### src/rtl/core/bhcs_pkg.sv
// Package for the box HSV coverage selector: shared constants, widths and types.
// Used by every module in rtl/core.
package bhcs_pkg;

   localparam int unsigned SampleStep = 10;
   localparam int unsigned MaxBoxes   = 64;
   localparam int unsigned PhaseW     = 4;
   localparam int unsigned BoxW       = 6;
   localparam int unsigned BoxCntW    = (MaxBoxes > 1) ? $clog2(MaxBoxes) : 1;
   localparam int unsigned QueueDepth = 4;
   localparam int unsigned QueueAw    = $clog2(QueueDepth);

   // Register indexes on the configuration port.
   localparam logic [2:0] RegMinHue = 3'd0;
   localparam logic [2:0] RegMaxHue = 3'd1;
   localparam logic [2:0] RegMinSat = 3'd2;
   localparam logic [2:0] RegMaxSat = 3'd3;
   localparam logic [2:0] RegMinVal = 3'd4;
   localparam logic [2:0] RegMaxVal = 3'd5;
   localparam logic [2:0] RegFrac   = 3'd6;

   // States of the front part: waiting for a pixel, dividing, handing off.
   typedef enum logic [1:0] {
      FrontIdle   = 2'd0,
      FrontDivide = 2'd1,
      FrontEmit   = 2'd2
   } front_state_type;

   typedef struct packed {
      logic [7:0]  red;
      logic [7:0]  green;
      logic [7:0]  blue;
      logic        row_end;
      logic        box_end;
      logic        set_end;
      logic [15:0] box_confidence;
   } req_word_type;

   typedef struct packed {
      logic [5:0]  box_number;
      logic [15:0] hits;
      logic [15:0] samples;
      logic        box_passes;
      logic        winner_valid;
      logic [5:0]  winner_number;
      logic [15:0] winner_confidence;
      logic        set_done;
   } rsp_word_type;

   typedef struct packed {
      logic [7:0]  min_hue;
      logic [7:0]  max_hue;
      logic [7:0]  min_sat;
      logic [7:0]  max_sat;
      logic [7:0]  min_val;
      logic [7:0]  max_val;
      logic [15:0] pass_fraction;
   } cfg_type;

   // What the front part hands the back part for one sampled pixel or box end.
   typedef struct packed {
      logic        sampled;
      logic        hit;
      logic        box_end;
      logic        set_end;
      logic [15:0] confidence;
   } event_type;

endpackage

### src/rtl/core/bhcs_stream_if.sv
// Valid/ready stream interface carrying one word of a given payload type.
// The payload type is a parameter; this interface does not depend on bhcs_pkg.
interface bhcs_stream_if #(parameter type payload_type = logic) ();
   logic        valid;
   logic        ready;
   payload_type data;
   modport source (output valid, output data, input ready);
   modport sink   (input valid, input data, output ready);
endinterface

### src/rtl/core/bhcs_front.sv
// Front part: sampling phases and multi-cycle RGB-to-HSV test of each sampled pixel.
// Depends on bhcs_pkg. Emits one event word per pixel that is sampled or ends a box.
module bhcs_front (
   input  logic                   clock,
   input  logic                   reset,
   input  logic                   in_valid,
   input  bhcs_pkg::req_word_type in_data,
   output logic                   in_ready,
   input  bhcs_pkg::cfg_type      cfg,
   output logic                   ev_valid,
   output bhcs_pkg::event_type    ev_data,
   input  logic                   ev_space
);
   // A sampled pixel is loaded in its accept cycle, then hue and saturation are
   // divided together by eight shift-and-subtract steps, then the event is handed
   // to the queue. Pixels that are neither sampled nor a box end are taken in idle.
   bhcs_pkg::front_state_type state_ff, state_in;
   logic [bhcs_pkg::PhaseW-1:0] col_ff, col_in, row_ff, row_in;
   logic [2:0]  step_ff;
   logic        take, sampled;
   logic [7:0]  r, g, b, mx, mn, diff;
   logic signed [9:0] dl;
   logic [7:0]  off;
   logic signed [17:0] n;
   logic [17:0] hnum;   // 2*num + diff, num < 180*diff
   logic [16:0] snum;   // 2*255*diff + v
   logic [17:0] hrem_ff, hdiv_ff;
   logic [16:0] srem_ff, sdiv_ff;
   logic [7:0]  hq_ff, sq_ff, v_ff, diff_ff;
   logic        smp_ff, be_ff, se_ff;
   logic [15:0] cf_ff;
   logic [7:0]  hue, sat;
   logic        hit;

   assign sampled = (col_ff == '0) && (row_ff == '0);
   assign take = in_valid && in_ready;

   always_comb begin
      state_in = state_ff;
      in_ready = 1'b0;
      ev_valid = 1'b0;
      unique case (state_ff)
         bhcs_pkg::FrontIdle: begin
            in_ready = 1'b1;
            if (in_valid && sampled) state_in = bhcs_pkg::FrontDivide;
            else if (in_valid && in_data.box_end) state_in = bhcs_pkg::FrontEmit;
         end
         bhcs_pkg::FrontDivide: begin
            if (step_ff == 3'd7) state_in = bhcs_pkg::FrontEmit;
         end
         bhcs_pkg::FrontEmit: begin
            ev_valid = 1'b1;
            if (ev_space) state_in = bhcs_pkg::FrontIdle;
         end
         default: state_in = bhcs_pkg::FrontIdle;
      endcase
   end

   always_comb begin
      r = in_data.red; g = in_data.green; b = in_data.blue;
      mx = r; mn = r;
      if (g > mx) mx = g;
      if (b > mx) mx = b;
      if (g < mn) mn = g;
      if (b < mn) mn = b;
      diff = mx - mn;
      if (mx == r) begin
         dl = 10'(signed'({2'b0, g})) - 10'(signed'({2'b0, b})); off = 8'd0;
      end else if (mx == g) begin
         dl = 10'(signed'({2'b0, b})) - 10'(signed'({2'b0, r})); off = 8'd60;
      end else begin
         dl = 10'(signed'({2'b0, r})) - 10'(signed'({2'b0, g})); off = 8'd120;
      end
      n = signed'(18'(off) * 18'(diff)) + 18'sd30 * 18'(dl);
      if (n < 0) n = n + 18'sd180 * signed'(18'(diff));
      hnum = {n[16:0], 1'b0} + {10'd0, diff};
      snum = 17'd510 * {9'd0, diff} + {9'd0, mx};
      col_in = col_ff; row_in = row_ff;
      if (take) begin
         col_in = (32'(col_ff) + 1 >= bhcs_pkg::SampleStep) ? '0 : col_ff + 1'b1;
         if (in_data.row_end || in_data.box_end) begin
            col_in = '0;
            row_in = (32'(row_ff) + 1 >= bhcs_pkg::SampleStep) ? '0 : row_ff + 1'b1;
         end
         if (in_data.box_end) row_in = '0;
      end
   end

   always_ff @(posedge clock) begin
      if (reset) begin
         state_ff <= bhcs_pkg::FrontIdle;
         col_ff <= '0; row_ff <= '0;
      end else begin
         state_ff <= state_in;
         col_ff <= col_in; row_ff <= row_in;
      end
   end

   // The divisors start at 2*diff and 2*v shifted up by seven places.
   always_ff @(posedge clock) begin
      if (take) begin
         smp_ff <= sampled; be_ff <= in_data.box_end; se_ff <= in_data.set_end;
         cf_ff <= in_data.box_confidence; v_ff <= mx; diff_ff <= diff;
         hrem_ff <= hnum; hdiv_ff <= {2'b0, diff, 8'd0};
         srem_ff <= snum; sdiv_ff <= {1'b0, mx, 8'd0};
         hq_ff <= '0; sq_ff <= '0; step_ff <= '0;
      end else if (state_ff == bhcs_pkg::FrontDivide) begin
         if (hrem_ff >= hdiv_ff) begin
            hrem_ff <= hrem_ff - hdiv_ff; hq_ff <= {hq_ff[6:0], 1'b1};
         end else begin
            hq_ff <= {hq_ff[6:0], 1'b0};
         end
         if (srem_ff >= sdiv_ff) begin
            srem_ff <= srem_ff - sdiv_ff; sq_ff <= {sq_ff[6:0], 1'b1};
         end else begin
            sq_ff <= {sq_ff[6:0], 1'b0};
         end
         hdiv_ff <= hdiv_ff >> 1;
         sdiv_ff <= sdiv_ff >> 1;
         step_ff <= step_ff + 1'b1;
      end
   end

   // A gray pixel has hue and saturation zero; a hue that rounds to 180 wraps to 0.
   always_comb begin
      hue = (diff_ff == '0) ? 8'd0 : hq_ff;
      if (hue >= 8'd180) hue = hue - 8'd180;
      sat = (v_ff == '0) ? 8'd0 : sq_ff;
      hit = hue >= cfg.min_hue && hue <= cfg.max_hue &&
            sat >= cfg.min_sat && sat <= cfg.max_sat &&
            v_ff >= cfg.min_val && v_ff <= cfg.max_val;
   end

   assign ev_data = '{sampled: smp_ff, hit: hit, box_end: be_ff,
                      set_end: se_ff, confidence: cf_ff};
endmodule

### src/rtl/core/bhcs_queue.sv
// Short FIFO of event words between the front and back parts.
// Depends on bhcs_pkg for depth and the event type.
module bhcs_queue (
   input  logic                clock,
   input  logic                reset,
   input  logic                wr_en,
   input  bhcs_pkg::event_type wr_data,
   output logic                space,
   output logic                rd_valid,
   output bhcs_pkg::event_type rd_data,
   input  logic                rd_en
);
   bhcs_pkg::event_type mem_ff [bhcs_pkg::QueueDepth];
   logic [bhcs_pkg::QueueAw-1:0] wp_ff, rp_ff;
   logic [bhcs_pkg::QueueAw:0]   cnt_ff;
   logic rd, wr;

   // The front offers one word at a time and writes only when there is room.
   assign space = cnt_ff != (bhcs_pkg::QueueAw + 1)'(bhcs_pkg::QueueDepth);
   assign rd_valid = cnt_ff != '0;
   assign rd_data = mem_ff[rp_ff];
   assign rd = rd_en && rd_valid;
   assign wr = wr_en && space;

   always_ff @(posedge clock) begin
      if (reset) begin
         wp_ff <= '0; rp_ff <= '0; cnt_ff <= '0;
      end else begin
         if (wr) wp_ff <= wp_ff + 1'b1;
         if (rd) rp_ff <= rp_ff + 1'b1;
         unique case ({wr, rd})
            2'b10:   cnt_ff <= cnt_ff + 1'b1;
            2'b01:   cnt_ff <= cnt_ff - 1'b1;
            default: ;
         endcase
      end
   end
   always_ff @(posedge clock) begin
      if (wr) mem_ff[wp_ff] <= wr_data;
   end
endmodule

### src/rtl/core/bhcs_back.sv
// Back part: counts hits and samples, decides pass, tracks the winner.
// Depends on bhcs_pkg. Holds one result word in an output register.
module bhcs_back (
   input  logic                   clock,
   input  logic                   reset,
   input  logic                   ev_valid,
   input  bhcs_pkg::event_type    ev_data,
   output logic                   ev_take,
   input  logic [15:0]            pass_fraction,
   output logic                   out_valid,
   output bhcs_pkg::rsp_word_type out_data,
   input  logic                   out_ready
);
   logic [15:0] hit_ff, smp_ff, hit_in, smp_in;
   logic [bhcs_pkg::BoxCntW-1:0] box_ff, box_in;
   logic bv_ff; logic [5:0] bn_ff; logic [15:0] bc_ff;
   logic ov_ff; bhcs_pkg::rsp_word_type od_ff;
   logic [31:0] prod_ff;
   logic pend_ff; bhcs_pkg::event_type pev_ff;
   logic passes, win;

   // At a box end the product is registered when the event is taken and the compare is made while pend_ff is set.
   assign ev_take = !pend_ff && (!ov_ff || out_ready);
   assign out_valid = ov_ff;
   assign out_data = od_ff;

   always_comb begin
      hit_in = hit_ff; smp_in = smp_ff;
      if (ev_data.sampled) begin
         if (smp_ff != 16'hFFFF) smp_in = smp_ff + 1'b1;
         if (ev_data.hit && hit_ff != 16'hFFFF) hit_in = hit_ff + 1'b1;
      end
      passes = {hit_ff, 16'h0} >= prod_ff;
      win = passes && (!bv_ff || pev_ff.confidence > bc_ff);
      box_in = (32'(box_ff) + 1 >= bhcs_pkg::MaxBoxes) ? '0 : box_ff + 1'b1;
   end

   // The output register is always empty in the compare cycle, since a box end
   // is only taken when it is empty or the waiting result leaves in the same cycle.
   always_ff @(posedge clock) begin
      if (reset) begin
         hit_ff <= '0; smp_ff <= '0; box_ff <= '0; bv_ff <= 1'b0;
         bn_ff <= '0; bc_ff <= '0; ov_ff <= 1'b0; pend_ff <= 1'b0;
      end else if (pend_ff) begin
         pend_ff <= 1'b0;
         ov_ff <= 1'b1;
         od_ff.box_number <= 6'(box_ff);
         od_ff.hits <= hit_ff; od_ff.samples <= smp_ff;
         od_ff.box_passes <= passes;
         od_ff.winner_valid <= bv_ff || win;
         od_ff.winner_number <= win ? 6'(box_ff) : bn_ff;
         od_ff.winner_confidence <= win ? pev_ff.confidence : bc_ff;
         od_ff.set_done <= pev_ff.set_end;
         hit_ff <= '0; smp_ff <= '0;
         if (pev_ff.set_end) begin
            box_ff <= '0; bv_ff <= 1'b0; bn_ff <= '0; bc_ff <= '0;
         end else begin
            box_ff <= box_in;
            if (win) begin
               bv_ff <= 1'b1; bn_ff <= 6'(box_ff); bc_ff <= pev_ff.confidence;
            end
         end
      end else begin
         if (ov_ff && out_ready) ov_ff <= 1'b0;
         if (ev_valid && ev_take) begin
            hit_ff <= hit_in; smp_ff <= smp_in;
            pend_ff <= ev_data.box_end;
         end
      end
   end
   always_ff @(posedge clock) begin
      if (ev_valid && ev_take) begin
         pev_ff <= ev_data;
         prod_ff <= pass_fraction * smp_in;
      end
   end
endmodule

### src/rtl/core/box_hsv_coverage_selector.sv
// Top level of the box HSV coverage selector: APB registers, front, queue, back.
// Depends on bhcs_pkg, bhcs_stream_if and the bhcs_front/queue/back modules.
//
// Pixels of each box arrive in raster order on req; every tenth row and column
// is sampled, converted to HSV and tested against the inclusive limits. A pixel
// that is neither sampled nor a box end is taken while the front part is idle.
// A sampled pixel holds req through its accept cycle, eight shift-and-subtract
// steps that divide hue and saturation together, and the hand-off of the event
// word to a four-word queue; an unsampled box end goes straight to the hand-off.
// The back part counts samples and hits and, at the word carrying box_end, forms
// hits*2^16 against pass_fraction*samples and updates the winner, then offers
// one result word on rsp. While a result waits on rsp the back part stops, the
// queue fills and then req stalls.
// Registers are written over APB at byte address 4*i and should be changed only
// while idle.
module box_hsv_coverage_selector (
   input  logic        clock,
   input  logic        reset,
   bhcs_stream_if.sink   req,
   bhcs_stream_if.source rsp,
   input  logic        csr_psel,
   input  logic        csr_penable,
   input  logic        csr_pwrite,
   input  logic [4:0]  csr_paddr,
   input  logic [31:0] csr_pwdata,
   output logic [31:0] csr_prdata,
   output logic        csr_pready
);
   bhcs_pkg::cfg_type cfg_ff;
   logic [2:0] idx;
   logic ev_valid, space, q_valid, q_take;
   bhcs_pkg::event_type ev_data, q_data;

   assign csr_pready = 1'b1;
   assign idx = csr_paddr[4:2];

   always_ff @(posedge clock) begin
      if (reset) begin
         cfg_ff <= '{min_hue: 8'd0, max_hue: 8'd179, min_sat: 8'd0, max_sat: 8'd255,
                     min_val: 8'd0, max_val: 8'd255, pass_fraction: 16'd9830};
      end else if (csr_psel && csr_penable && csr_pwrite) begin
         unique case (idx)
            bhcs_pkg::RegMinHue: cfg_ff.min_hue <= csr_pwdata[7:0];
            bhcs_pkg::RegMaxHue: cfg_ff.max_hue <= csr_pwdata[7:0];
            bhcs_pkg::RegMinSat: cfg_ff.min_sat <= csr_pwdata[7:0];
            bhcs_pkg::RegMaxSat: cfg_ff.max_sat <= csr_pwdata[7:0];
            bhcs_pkg::RegMinVal: cfg_ff.min_val <= csr_pwdata[7:0];
            bhcs_pkg::RegMaxVal: cfg_ff.max_val <= csr_pwdata[7:0];
            bhcs_pkg::RegFrac:   cfg_ff.pass_fraction <= csr_pwdata[15:0];
            default: ;
         endcase
      end
   end

   always_comb begin
      unique case (idx)
         bhcs_pkg::RegMinHue: csr_prdata = {24'd0, cfg_ff.min_hue};
         bhcs_pkg::RegMaxHue: csr_prdata = {24'd0, cfg_ff.max_hue};
         bhcs_pkg::RegMinSat: csr_prdata = {24'd0, cfg_ff.min_sat};
         bhcs_pkg::RegMaxSat: csr_prdata = {24'd0, cfg_ff.max_sat};
         bhcs_pkg::RegMinVal: csr_prdata = {24'd0, cfg_ff.min_val};
         bhcs_pkg::RegMaxVal: csr_prdata = {24'd0, cfg_ff.max_val};
         bhcs_pkg::RegFrac:   csr_prdata = {16'd0, cfg_ff.pass_fraction};
         default:             csr_prdata = 32'd0;
      endcase
   end

   bhcs_front u_front (
      .clock, .reset, .in_valid(req.valid), .in_data(req.data), .in_ready(req.ready),
      .cfg(cfg_ff), .ev_valid, .ev_data, .ev_space(space)
   );

   bhcs_queue u_queue (
      .clock, .reset, .wr_en(ev_valid), .wr_data(ev_data), .space,
      .rd_valid(q_valid), .rd_data(q_data), .rd_en(q_take)
   );

   bhcs_back u_back (
      .clock, .reset, .ev_valid(q_valid), .ev_data(q_data), .ev_take(q_take),
      .pass_fraction(cfg_ff.pass_fraction), .out_valid(rsp.valid), .out_data(rsp.data),
      .out_ready(rsp.ready)
   );
endmodule

### src/flat_wrapper.sv
// flat-port wrapper written by rule: the top's interface ports become plain ports
module box_hsv_coverage_selector_flat import bhcs_pkg::*;
  (clock, reset, csr_psel, csr_penable, csr_pwrite, csr_paddr, csr_pwdata, csr_prdata, csr_pready, req_valid, req_data, req_ready, rsp_valid, rsp_data, rsp_ready);
  bhcs_stream_if #(.payload_type(req_word_type)) req_i ();
  bhcs_stream_if #(.payload_type(rsp_word_type)) rsp_i ();
  input  logic clock;
  input  logic reset;
  input  logic csr_psel;
  input  logic csr_penable;
  input  logic csr_pwrite;
  input  logic [4:0] csr_paddr;
  input  logic [31:0] csr_pwdata;
  output logic [31:0] csr_prdata;
  output logic csr_pready;
  input wire logic [$bits(req_i.valid)-1:0] req_valid;
  input wire logic [$bits(req_i.data)-1:0] req_data;
  output wire logic [$bits(req_i.ready)-1:0] req_ready;
  output wire logic [$bits(rsp_i.valid)-1:0] rsp_valid;
  output wire logic [$bits(rsp_i.data)-1:0] rsp_data;
  input wire logic [$bits(rsp_i.ready)-1:0] rsp_ready;
  assign req_i.valid = req_valid;
  assign req_i.data = req_data;
  assign req_ready = req_i.ready;
  assign rsp_valid = rsp_i.valid;
  assign rsp_data = rsp_i.data;
  assign rsp_i.ready = rsp_ready;
  box_hsv_coverage_selector u_core (.clock(clock), .reset(reset), .req(req_i), .rsp(rsp_i), .csr_psel(csr_psel), .csr_penable(csr_penable), .csr_pwrite(csr_pwrite), .csr_paddr(csr_paddr), .csr_pwdata(csr_pwdata), .csr_prdata(csr_prdata), .csr_pready(csr_pready));
endmodule
### config.mk
export PLATFORM = sky130hd
export DESIGN_NAME = box_hsv_coverage_selector_flat
export DESIGN_NICKNAME = d
export VERILOG_FILES = /design/src/rtl/core/bhcs_pkg.sv /design/src/rtl/core/bhcs_stream_if.sv /design/src/rtl/core/bhcs_front.sv /design/src/rtl/core/bhcs_queue.sv /design/src/rtl/core/bhcs_back.sv /design/src/rtl/core/box_hsv_coverage_selector.sv /design/src/flat_wrapper.sv
export SDC_FILE = /design/constraint.sdc
export NUM_CORES = 2
export LEC_CHECK = 0
export BUFFER_PORTS_ARGS = -buffer_cell sky130_fd_sc_hd__buf_2
export CAP_MARGIN = 15
export CORE_ASPECT_RATIO = 2
export CORE_MARGIN = 1
export CORE_UTILIZATION = 30
export DETAILED_ROUTE_END_ITERATION = 7
export PLACE_DENSITY_LB_ADDON = 0.08
export SKIP_CTS_REPAIR_TIMING = 1
export SYNTH_ARGS = -nofsm -noshare
export SYNTH_HDL_FRONTEND = slang
export SYNTH_SLANG_ARGS = --single-unit
### constraint.sdc
create_clock -name clock -period 41.6 [get_ports clock]
set_input_delay 4.16 -clock clock [delete_from_list [all_inputs] [get_ports clock]]
set_output_delay 4.16 -clock clock [all_outputs]
set_load 0.05 [all_outputs]
; Word level (Yosys, flattened, before mapping)
; Memories as Yosys holds them, arrays and structs flattened. A register that Yosys moved wholly into a read port is not among the register bits.
; Index checks and enable logic that the tools add are counted.
[totals]
wordCells = 225
memories = 1
ram_bits = 80
inputBits = 87
reg_bits = 377
[op_classes]
n_eq_ne = 19
add_sub_neg = 24
n_bitwise = 2
n_reduce_logical = 54
mux = 54
magnitude_cmp = 19
mul = 5
[mem_list]
columns = name, words, word_bits, rd, rd_ports_with_merged_regs, wr, line_no
row1 = u_core.u_queue.mem_ff, 4, 20, 1, 1, 1, bhcs_queue.sv:13  ; bhcs_pkg::event_type mem_ff [bhcs_pkg::QueueDepth];
[op_table]
columns = op, count
row1 = 2-to-1 mux 16 bit, 8
row2 = one-hot mux 16 bit (7 select lines), 1
row3 = 2-to-1 mux 17 bit, 4
row4 = 2-to-1 mux 8 bit, 7
row5 = 2-to-1 mux 18 bit, 3
row6 = "adder 16 x 1 -> 16 bit, second input constant", 2
row7 = >= comparator 32 bit, 1
row8 = multiplier 16 x 16 -> 32 bit, 1
row9 = "inequality test 16 bit, second input constant", 2
row10 = subtractor 8 x 8 -> 9 bit, 3
row11 = >= comparator 8 bit, 3
row12 = <= comparator 8 bit, 3
row13 = 2-to-1 mux 6 bit, 4
row14 = AND reduction 2 bit, 12
row15 = 2-to-1 mux 10 bit, 2
row16 = 2-to-1 mux 4 bit, 5
row17 = adder 17 x 16 -> 18 bit, 1
row18 = adder 18 x 8 -> 18 bit, 1
row19 = >= comparator 18 x 16 -> 1 bit, 1
row20 = "less-than comparator 18 x 1 -> 1 bit, second input constant", 1
row21 = subtractor 18 x 16 -> 18 bit, 1
row22 = adder 17 bit, 1
row23 = adder 17 x 8 -> 17 bit, 1
row24 = >= comparator 17 x 16 -> 1 bit, 1
row25 = other kinds (46), 108

; Logic depth before layout (Yosys ltp)
[depth]
word_depth = 13
mapped_depth = 67
ltp_nobuf = 64

; Modules after synthesis
; From an unflattened synthesis, not the netlist that was laid out.
[hier_totals]
cells_unflattened = 4104
area_unflattened_um2 = 39955.8
[by_module_without_submodules]
columns = module, cells_each, area_per_inst_um2, n_inst, seq_area_each_um2
row1 = bhcs_front, 2044, 17255.3, 1, 3483.3
row2 = bhcs_back, 1562, 16069.2, 1, 4624.4
row3 = bhcs_queue, 156, 3384.5, 1, 2582.5
row4 = box_hsv_coverage_selector, 342, 3246.9, 1, 1281.2

; Worst setup path after synthesis
; OpenSTA, ideal clock, no wires.
[synth_timing]
path_kind = input-to-reg
from = input port req_data[29]
to = register u_core.u_front.hrem_ff[17] (data pin)
arrival_ns = 16.535
path_slack_ns = 24.795
path_stages = 65
setup_time_ns = 0.269
required_ns = 41.331
n_path_buf = 4
path_cell_list = inv_1 ha_1 a21oi_2 a211oi_4 or2_1 buf_4 buf_2 o31ai_1 clkbuf_1 nor2_1 a21oi_1 ha_1 o21a_1 o21a_1 o21a_1 o21a_1 o21a_1 o21ai_0 (+29 left out) a21o_1 a21oi_1 xnor2_4 mux2_2 ha_1 a21o_1 a21oi_1 o21ai_0 a21oi_1 o21bai_1 and3_1 and4b_1 nand4_1 xnor2_1 mux2_2 mux2i_1 xnor2_1 mux2i_1
[synth_via]
word_cells_on_any_way = 26
classes_between = add/sub (6) / mul (3) / order compare (5) / eq/ne (2) / mux (10)
[synth_rtl]
columns = element, line_no
row1 = start: declaration, flat_wrapper.sv:16  ; input wire logic [$bits(req_i.data)-1:0] req_data;
row2 = > comparator 8 bit or less-than comparator 8 bit (tied branches), "bhcs_front.sv:62, bhcs_front.sv:64"
row3 = 2-to-1 mux 8 bit (on tied branches), "bhcs_front.sv:62, bhcs_front.sv:64"
row4 = > comparator 8 bit or less-than comparator 8 bit (tied branches), "bhcs_front.sv:63, bhcs_front.sv:65"
row5 = 2-to-1 mux 8 bit (on tied branches), "bhcs_front.sv:63, bhcs_front.sv:65"
row6 = subtractor 8 bit *, bhcs_front.sv:66  ; diff = mx - mn;
row7 = net u_core.u_front.diff[4], bhcs_front.sv:21  ; logic [7:0] r, g, b, mx, mn, diff;
row8 = multiplier 8 x 8 -> 16 bit, bhcs_front.sv:74  ; n = signed'(18'(off) * 18'(diff)) + 18'sd30 * 18'(dl);
row9 = adder 17 x 16 -> 18 bit, bhcs_front.sv:74
row10 = adder 17 bit or less-than comparator 18 x 1 -> 1 bit (tied branches), bhcs_front.sv:75  ; if (n < 0) n = n + 18'sd180 * signed'(18'(diff));
row11 = 2-to-1 mux 17 bit, bhcs_front.sv:75
row12 = adder 18 x 8 -> 18 bit *, bhcs_front.sv:76  ; hnum = {n[16:0], 1'b0} + {10'd0, diff};
row13 = 2-to-1 mux 18 bit *, bhcs_front.sv:101  ; if (take) begin
row14 = end signal: assignment, bhcs_front.sv:104  ; hrem_ff <= hnum; hdiv_ff <= {2'b0, diff, 8'd0};
row15 = end signal: assignment, bhcs_front.sv:109  ; hrem_ff <= hrem_ff - hdiv_ff; hq_ff <= {hq_ff[6:0], 1'b1};
row16 = end: declaration, bhcs_front.sv:27  ; logic [17:0] hrem_ff, hdiv_ff;
; The timed path passes the listed nets; every way through them passes the cells marked *.
; A chain may end at the register's enable or synchronous reset.

; Worst setup path after layout
[layout_timing]
from = input port req_data[29]
to = register u_core.u_front.hrem_ff[17] (data pin)
[layout_via]
word_cells_on_any_way = 26
classes_between = add/sub (6) / mul (3) / order compare (5) / eq/ne (2) / mux (10)
[layout_rtl]
columns = element, line_no
row1 = > comparator 8 bit, bhcs_front.sv:62  ; if (g > mx) mx = g;
row2 = 2-to-1 mux 8 bit *, bhcs_front.sv:62
row3 = > comparator 8 bit, bhcs_front.sv:63  ; if (b > mx) mx = b;
row4 = 2-to-1 mux 8 bit *, bhcs_front.sv:63
row5 = net u_core.u_front.mx[0], bhcs_front.sv:21
row6 = subtractor 8 bit *, bhcs_front.sv:66
row7 = net u_core.u_front.diff[6], bhcs_front.sv:21
row8 = multiplier 8 x 8 -> 16 bit, bhcs_front.sv:74
row9 = adder 17 x 16 -> 18 bit, bhcs_front.sv:74
row10 = adder 17 bit or less-than comparator 18 x 1 -> 1 bit (tied branches), bhcs_front.sv:75
row11 = 2-to-1 mux 17 bit, bhcs_front.sv:75
row12 = adder 18 x 8 -> 18 bit *, bhcs_front.sv:76
row13 = 2-to-1 mux 18 bit *, bhcs_front.sv:101
; Marked as above.

==> out/metrics.cfg <==
[timing]
finalClockSkew_ns = 0.0273
hold-worst-slack_ns = 0.451
finalCriticalPeriod_ns = 18.69
period_share = 0.449
setup_tns_ns = 0
setup_violations = 0
drv_slew = 0
rsz0062_at_grt = no
finalHoldViolCount = 0
fmax_mhz = 53.5
relSlewSlack = 0.185
worst_pin_slew_ns = 1.21

[synthesis]
yosysTopAreaCell = edfxtp_1
synth_top_family_by_area = adder cells
synthSimpleGateAreaFrac = 0.136
synth_mux_area_frac = 0.0348
synth_fa_ha_area_frac = 0.282
synth_compound_area_frac = 0.114
yosysSeqAreaShare = 0.311
synthesis.instances = 4033
synth_top_area_frac = 0.217
synth-main-ff-cell = edfxtp_1
ys_warn_count = 0
async_flop_share = 0
synth_xor_area_frac = 0.0494
synth-edff-count = 278
netlist_area_mm2 = 0.0385
netlist_top_cells_area = edfxtp_1 22%, ha_1 14%, fa_1 14%
postSynthAreaPerCell_um2 = 9.55
synth.distinct_cells = 80
ys_ff_latch = 459

[final_layout]
final_cells = 5883
nNetsFinal = 4957
layout-drive-gt1-share = 0.0864
area.growth.synth_to_final_pct = 11.1
fillCellCount = 13300

[worst_setup_path]
worstPathMaxFanout = 18
crit_path_top_delay_cell = xnor2_4
required_ns = 41.94
end_kind = flop
crit_top_cell = a21oi_1
start_kind = input port
slowest_delay_ns = 0.62
critPathKind = input port to flop
cp.arrival_ns = 19.03

[floorplanning]
start_util = 0.303
rows = 185
die_area_mm2 = 0.130
die_h_um = 509
die_w_um = 255
ios = 185
core_mm2 = 0.127

[run]
maxCapViolCount = 0

[routing]
firstDrtPassIters = 5
wl_per_cell_um = 20.4
detailroute.via_count = 28400
drc = 0
viasPerCell = 4.82
drtIter0Drc = 1119
antenna_left = 0
wirelength_um = 120000

[placed_design]
io_buffers = 149
globalplace.congestion = 0.827
hpwl_um = 96200
dp.cells = 5800

[global_routing]
grt_usage = 0.186
antenna_found_initial = 7
grt_overflow_total = 0
grt_max_degree = 78
grt_pass1_vias = 30300
grt_pass1_wl_um = 182000

[cts]
ctsRootBufferMaster = clkbuf_16
numCtsBuffers = 45
clk_pin_slew_worst_paths_ns = 0.06
worstSkewPairLatency_ns = 0.62
cts_num_sinks = 459
htree_num_levels = 2
cts_tree = built
cts_max_path_buffers = 3

[worst_hold_path]
hp-class = flop to flop

[outcome]
outcome = finished, final reports clean

## state kept, by name, summed over array words and instances (netlist names), 17 cells and up, named ones only
register / count
u_core.u_back.prod_ff: 32
u_core.u_queue.mem_ff: 80
u_core.u_front.srem_ff: 17
u_core.u_back.pev_ff: 17
u_core.u_front.hrem_ff: 18
u_core.u_back.out_data: 63
u_core.cfg_ff: 64
## worst paths after layout
| check | startpoint | end | slack, ns | depth (start not counted) |
|---|---|---|---|---|
| min | u_core.u_front.sq_ff[7] | u_core.u_front.sq_ff[7] | 0.45 | 2 |
| min reg2reg | u_core.u_front.sq_ff[7] | u_core.u_front.sq_ff[7] | 0.45 | 2 |
| max reg2reg | u_core.u_back.smp_ff[5] | u_core.u_back.prod_ff[27] | 31.51 | 36 |
| max | req_data[29] | u_core.u_front.hrem_ff[17] | 22.91 | 61 |
## metrics by stage
stage	utilization	cell area, um^2	setup WS, ns
after floorplan	-	38600	24.80
after global placement	0.325	41300	22.06
after detailed placement	0.325	41300	22.03
after CTS	0.336	42800	22.63
after global routing	0.336	42800	21.72
final	0.336	42800	22.91
## layout make-up
type	count	area, um^2	area share
inverters	575	2160	0.0505
flip-flops and latches	459	12000	0.280
multi-input cells	2868	23900	0.558
well taps	1683	2110	0.0492
clock buffers	59	1230	0.0287
clock inverters	23	224	0.00523
repair buffers	215	1240	0.0291
diodes	1	2.50	0.0000585
## kinds of logic after synthesis
group,count (synthesis)
adders and majority gates,707
other,2
muxes,98
AOI/OAI and AO/OA,709
xor gates and xnor gates,215
and+or+nand+nor,1122
DFF,459
buffers and inverters,721
## Yosys cell counts, types with 8 or more instances
| library cell | instances |
|---|---|
| nand4_1 | 28 |
| nand2_1 | 461 |
| mux2i_1 | 55 |
| o22ai_1 | 15 |
| ha_1 | 439 |
| clkbuf_1 | 99 |
| o21a_1 | 20 |
| nor2b_1 | 64 |
| a211oi_1 | 15 |
| a21o_1 | 47 |
| buf_1 | 19 |
| edfxtp_1 | 278 |
| and2_1 | 94 |
| o31ai_1 | 10 |
| xnor2_1 | 145 |
| o211ai_1 | 12 |
| nand3b_1 | 14 |
| nor2_1 | 227 |
| fa_1 | 267 |
| nor3_1 | 37 |
| a31oi_1 | 11 |
| o21ai_1 | 14 |
| mux4_2 | 27 |
| and3_1 | 38 |
| o21bai_1 | 50 |
| a22oi_1 | 8 |
| a21oi_1 | 243 |
| nand3_1 | 57 |
| nor4_1 | 15 |
| xor2_1 | 69 |
| or3_1 | 24 |
| mux2_2 | 14 |
| a21boi_0 | 18 |
| nand2b_1 | 36 |
| dfxtp_1 | 181 |
| a211o_1 | 22 |
| buf_4 | 19 |
| a22o_1 | 23 |
| o21ai_0 | 158 |
| inv_1 | 573 |
## per-layer routing
metal,global-route usage,vias to the layer above,share of wire
li1,-,13800,-
met1,0.164,14000,0.32
met2,0.408,446,0.61
met3,0.0153,165,0.024
met4,0.0824,4,0.046
met5,0,-,0.00023
## cells in the final DEF, fill, tap and decap left out, types with 15 or more instances in the layout
master | synthesis | routed
buf_2 | 5 | 148
a21o_1 | 47 | 47
o21a_1 | 20 | 20
edfxtp_1 | 278 | 278
nand2_1 | 461 | 460
ha_1 | 439 | 439
nor3_1 | 37 | 36
a22o_1 | 23 | 23
o21ai_1 | 14 | 16
o21bai_1 | 50 | 50
a21oi_1 | 243 | 242
nor2_1 | 227 | 226
and2_1 | 94 | 94
and3_1 | 38 | 38
o21ai_0 | 158 | 156
nand3_1 | 57 | 57
buf_4 | 19 | 67
inv_1 | 573 | 571
fa_1 | 267 | 267
or3_1 | 24 | 24
o22ai_1 | 15 | 15
mux2i_1 | 55 | 55
dfxtp_1 | 181 | 181
a211oi_1 | 15 | 15
nand2b_1 | 36 | 35
mux4_2 | 27 | 27
nor2b_1 | 64 | 62
a21boi_0 | 18 | 18
nand4_1 | 28 | 28
xor2_1 | 69 | 66
conb_1 | 2 | 17
xnor2_1 | 145 | 145
clkbuf_16 | 0 | 45
a211o_1 | 22 | 22
## critical path, delay by kind of cell
family          cells  cell delay (ns)
xor+xnor            5             1.21
mux                 4             0.99
fa+ha+maj          10             3.73
buf+inv             7             1.43
compound gates     26             5.51
simple gates        9             1.90
Power is left out: the tool's default activity adds up to more than one toggle a clock period on the data nets, which glitch-free logic cannot reach.
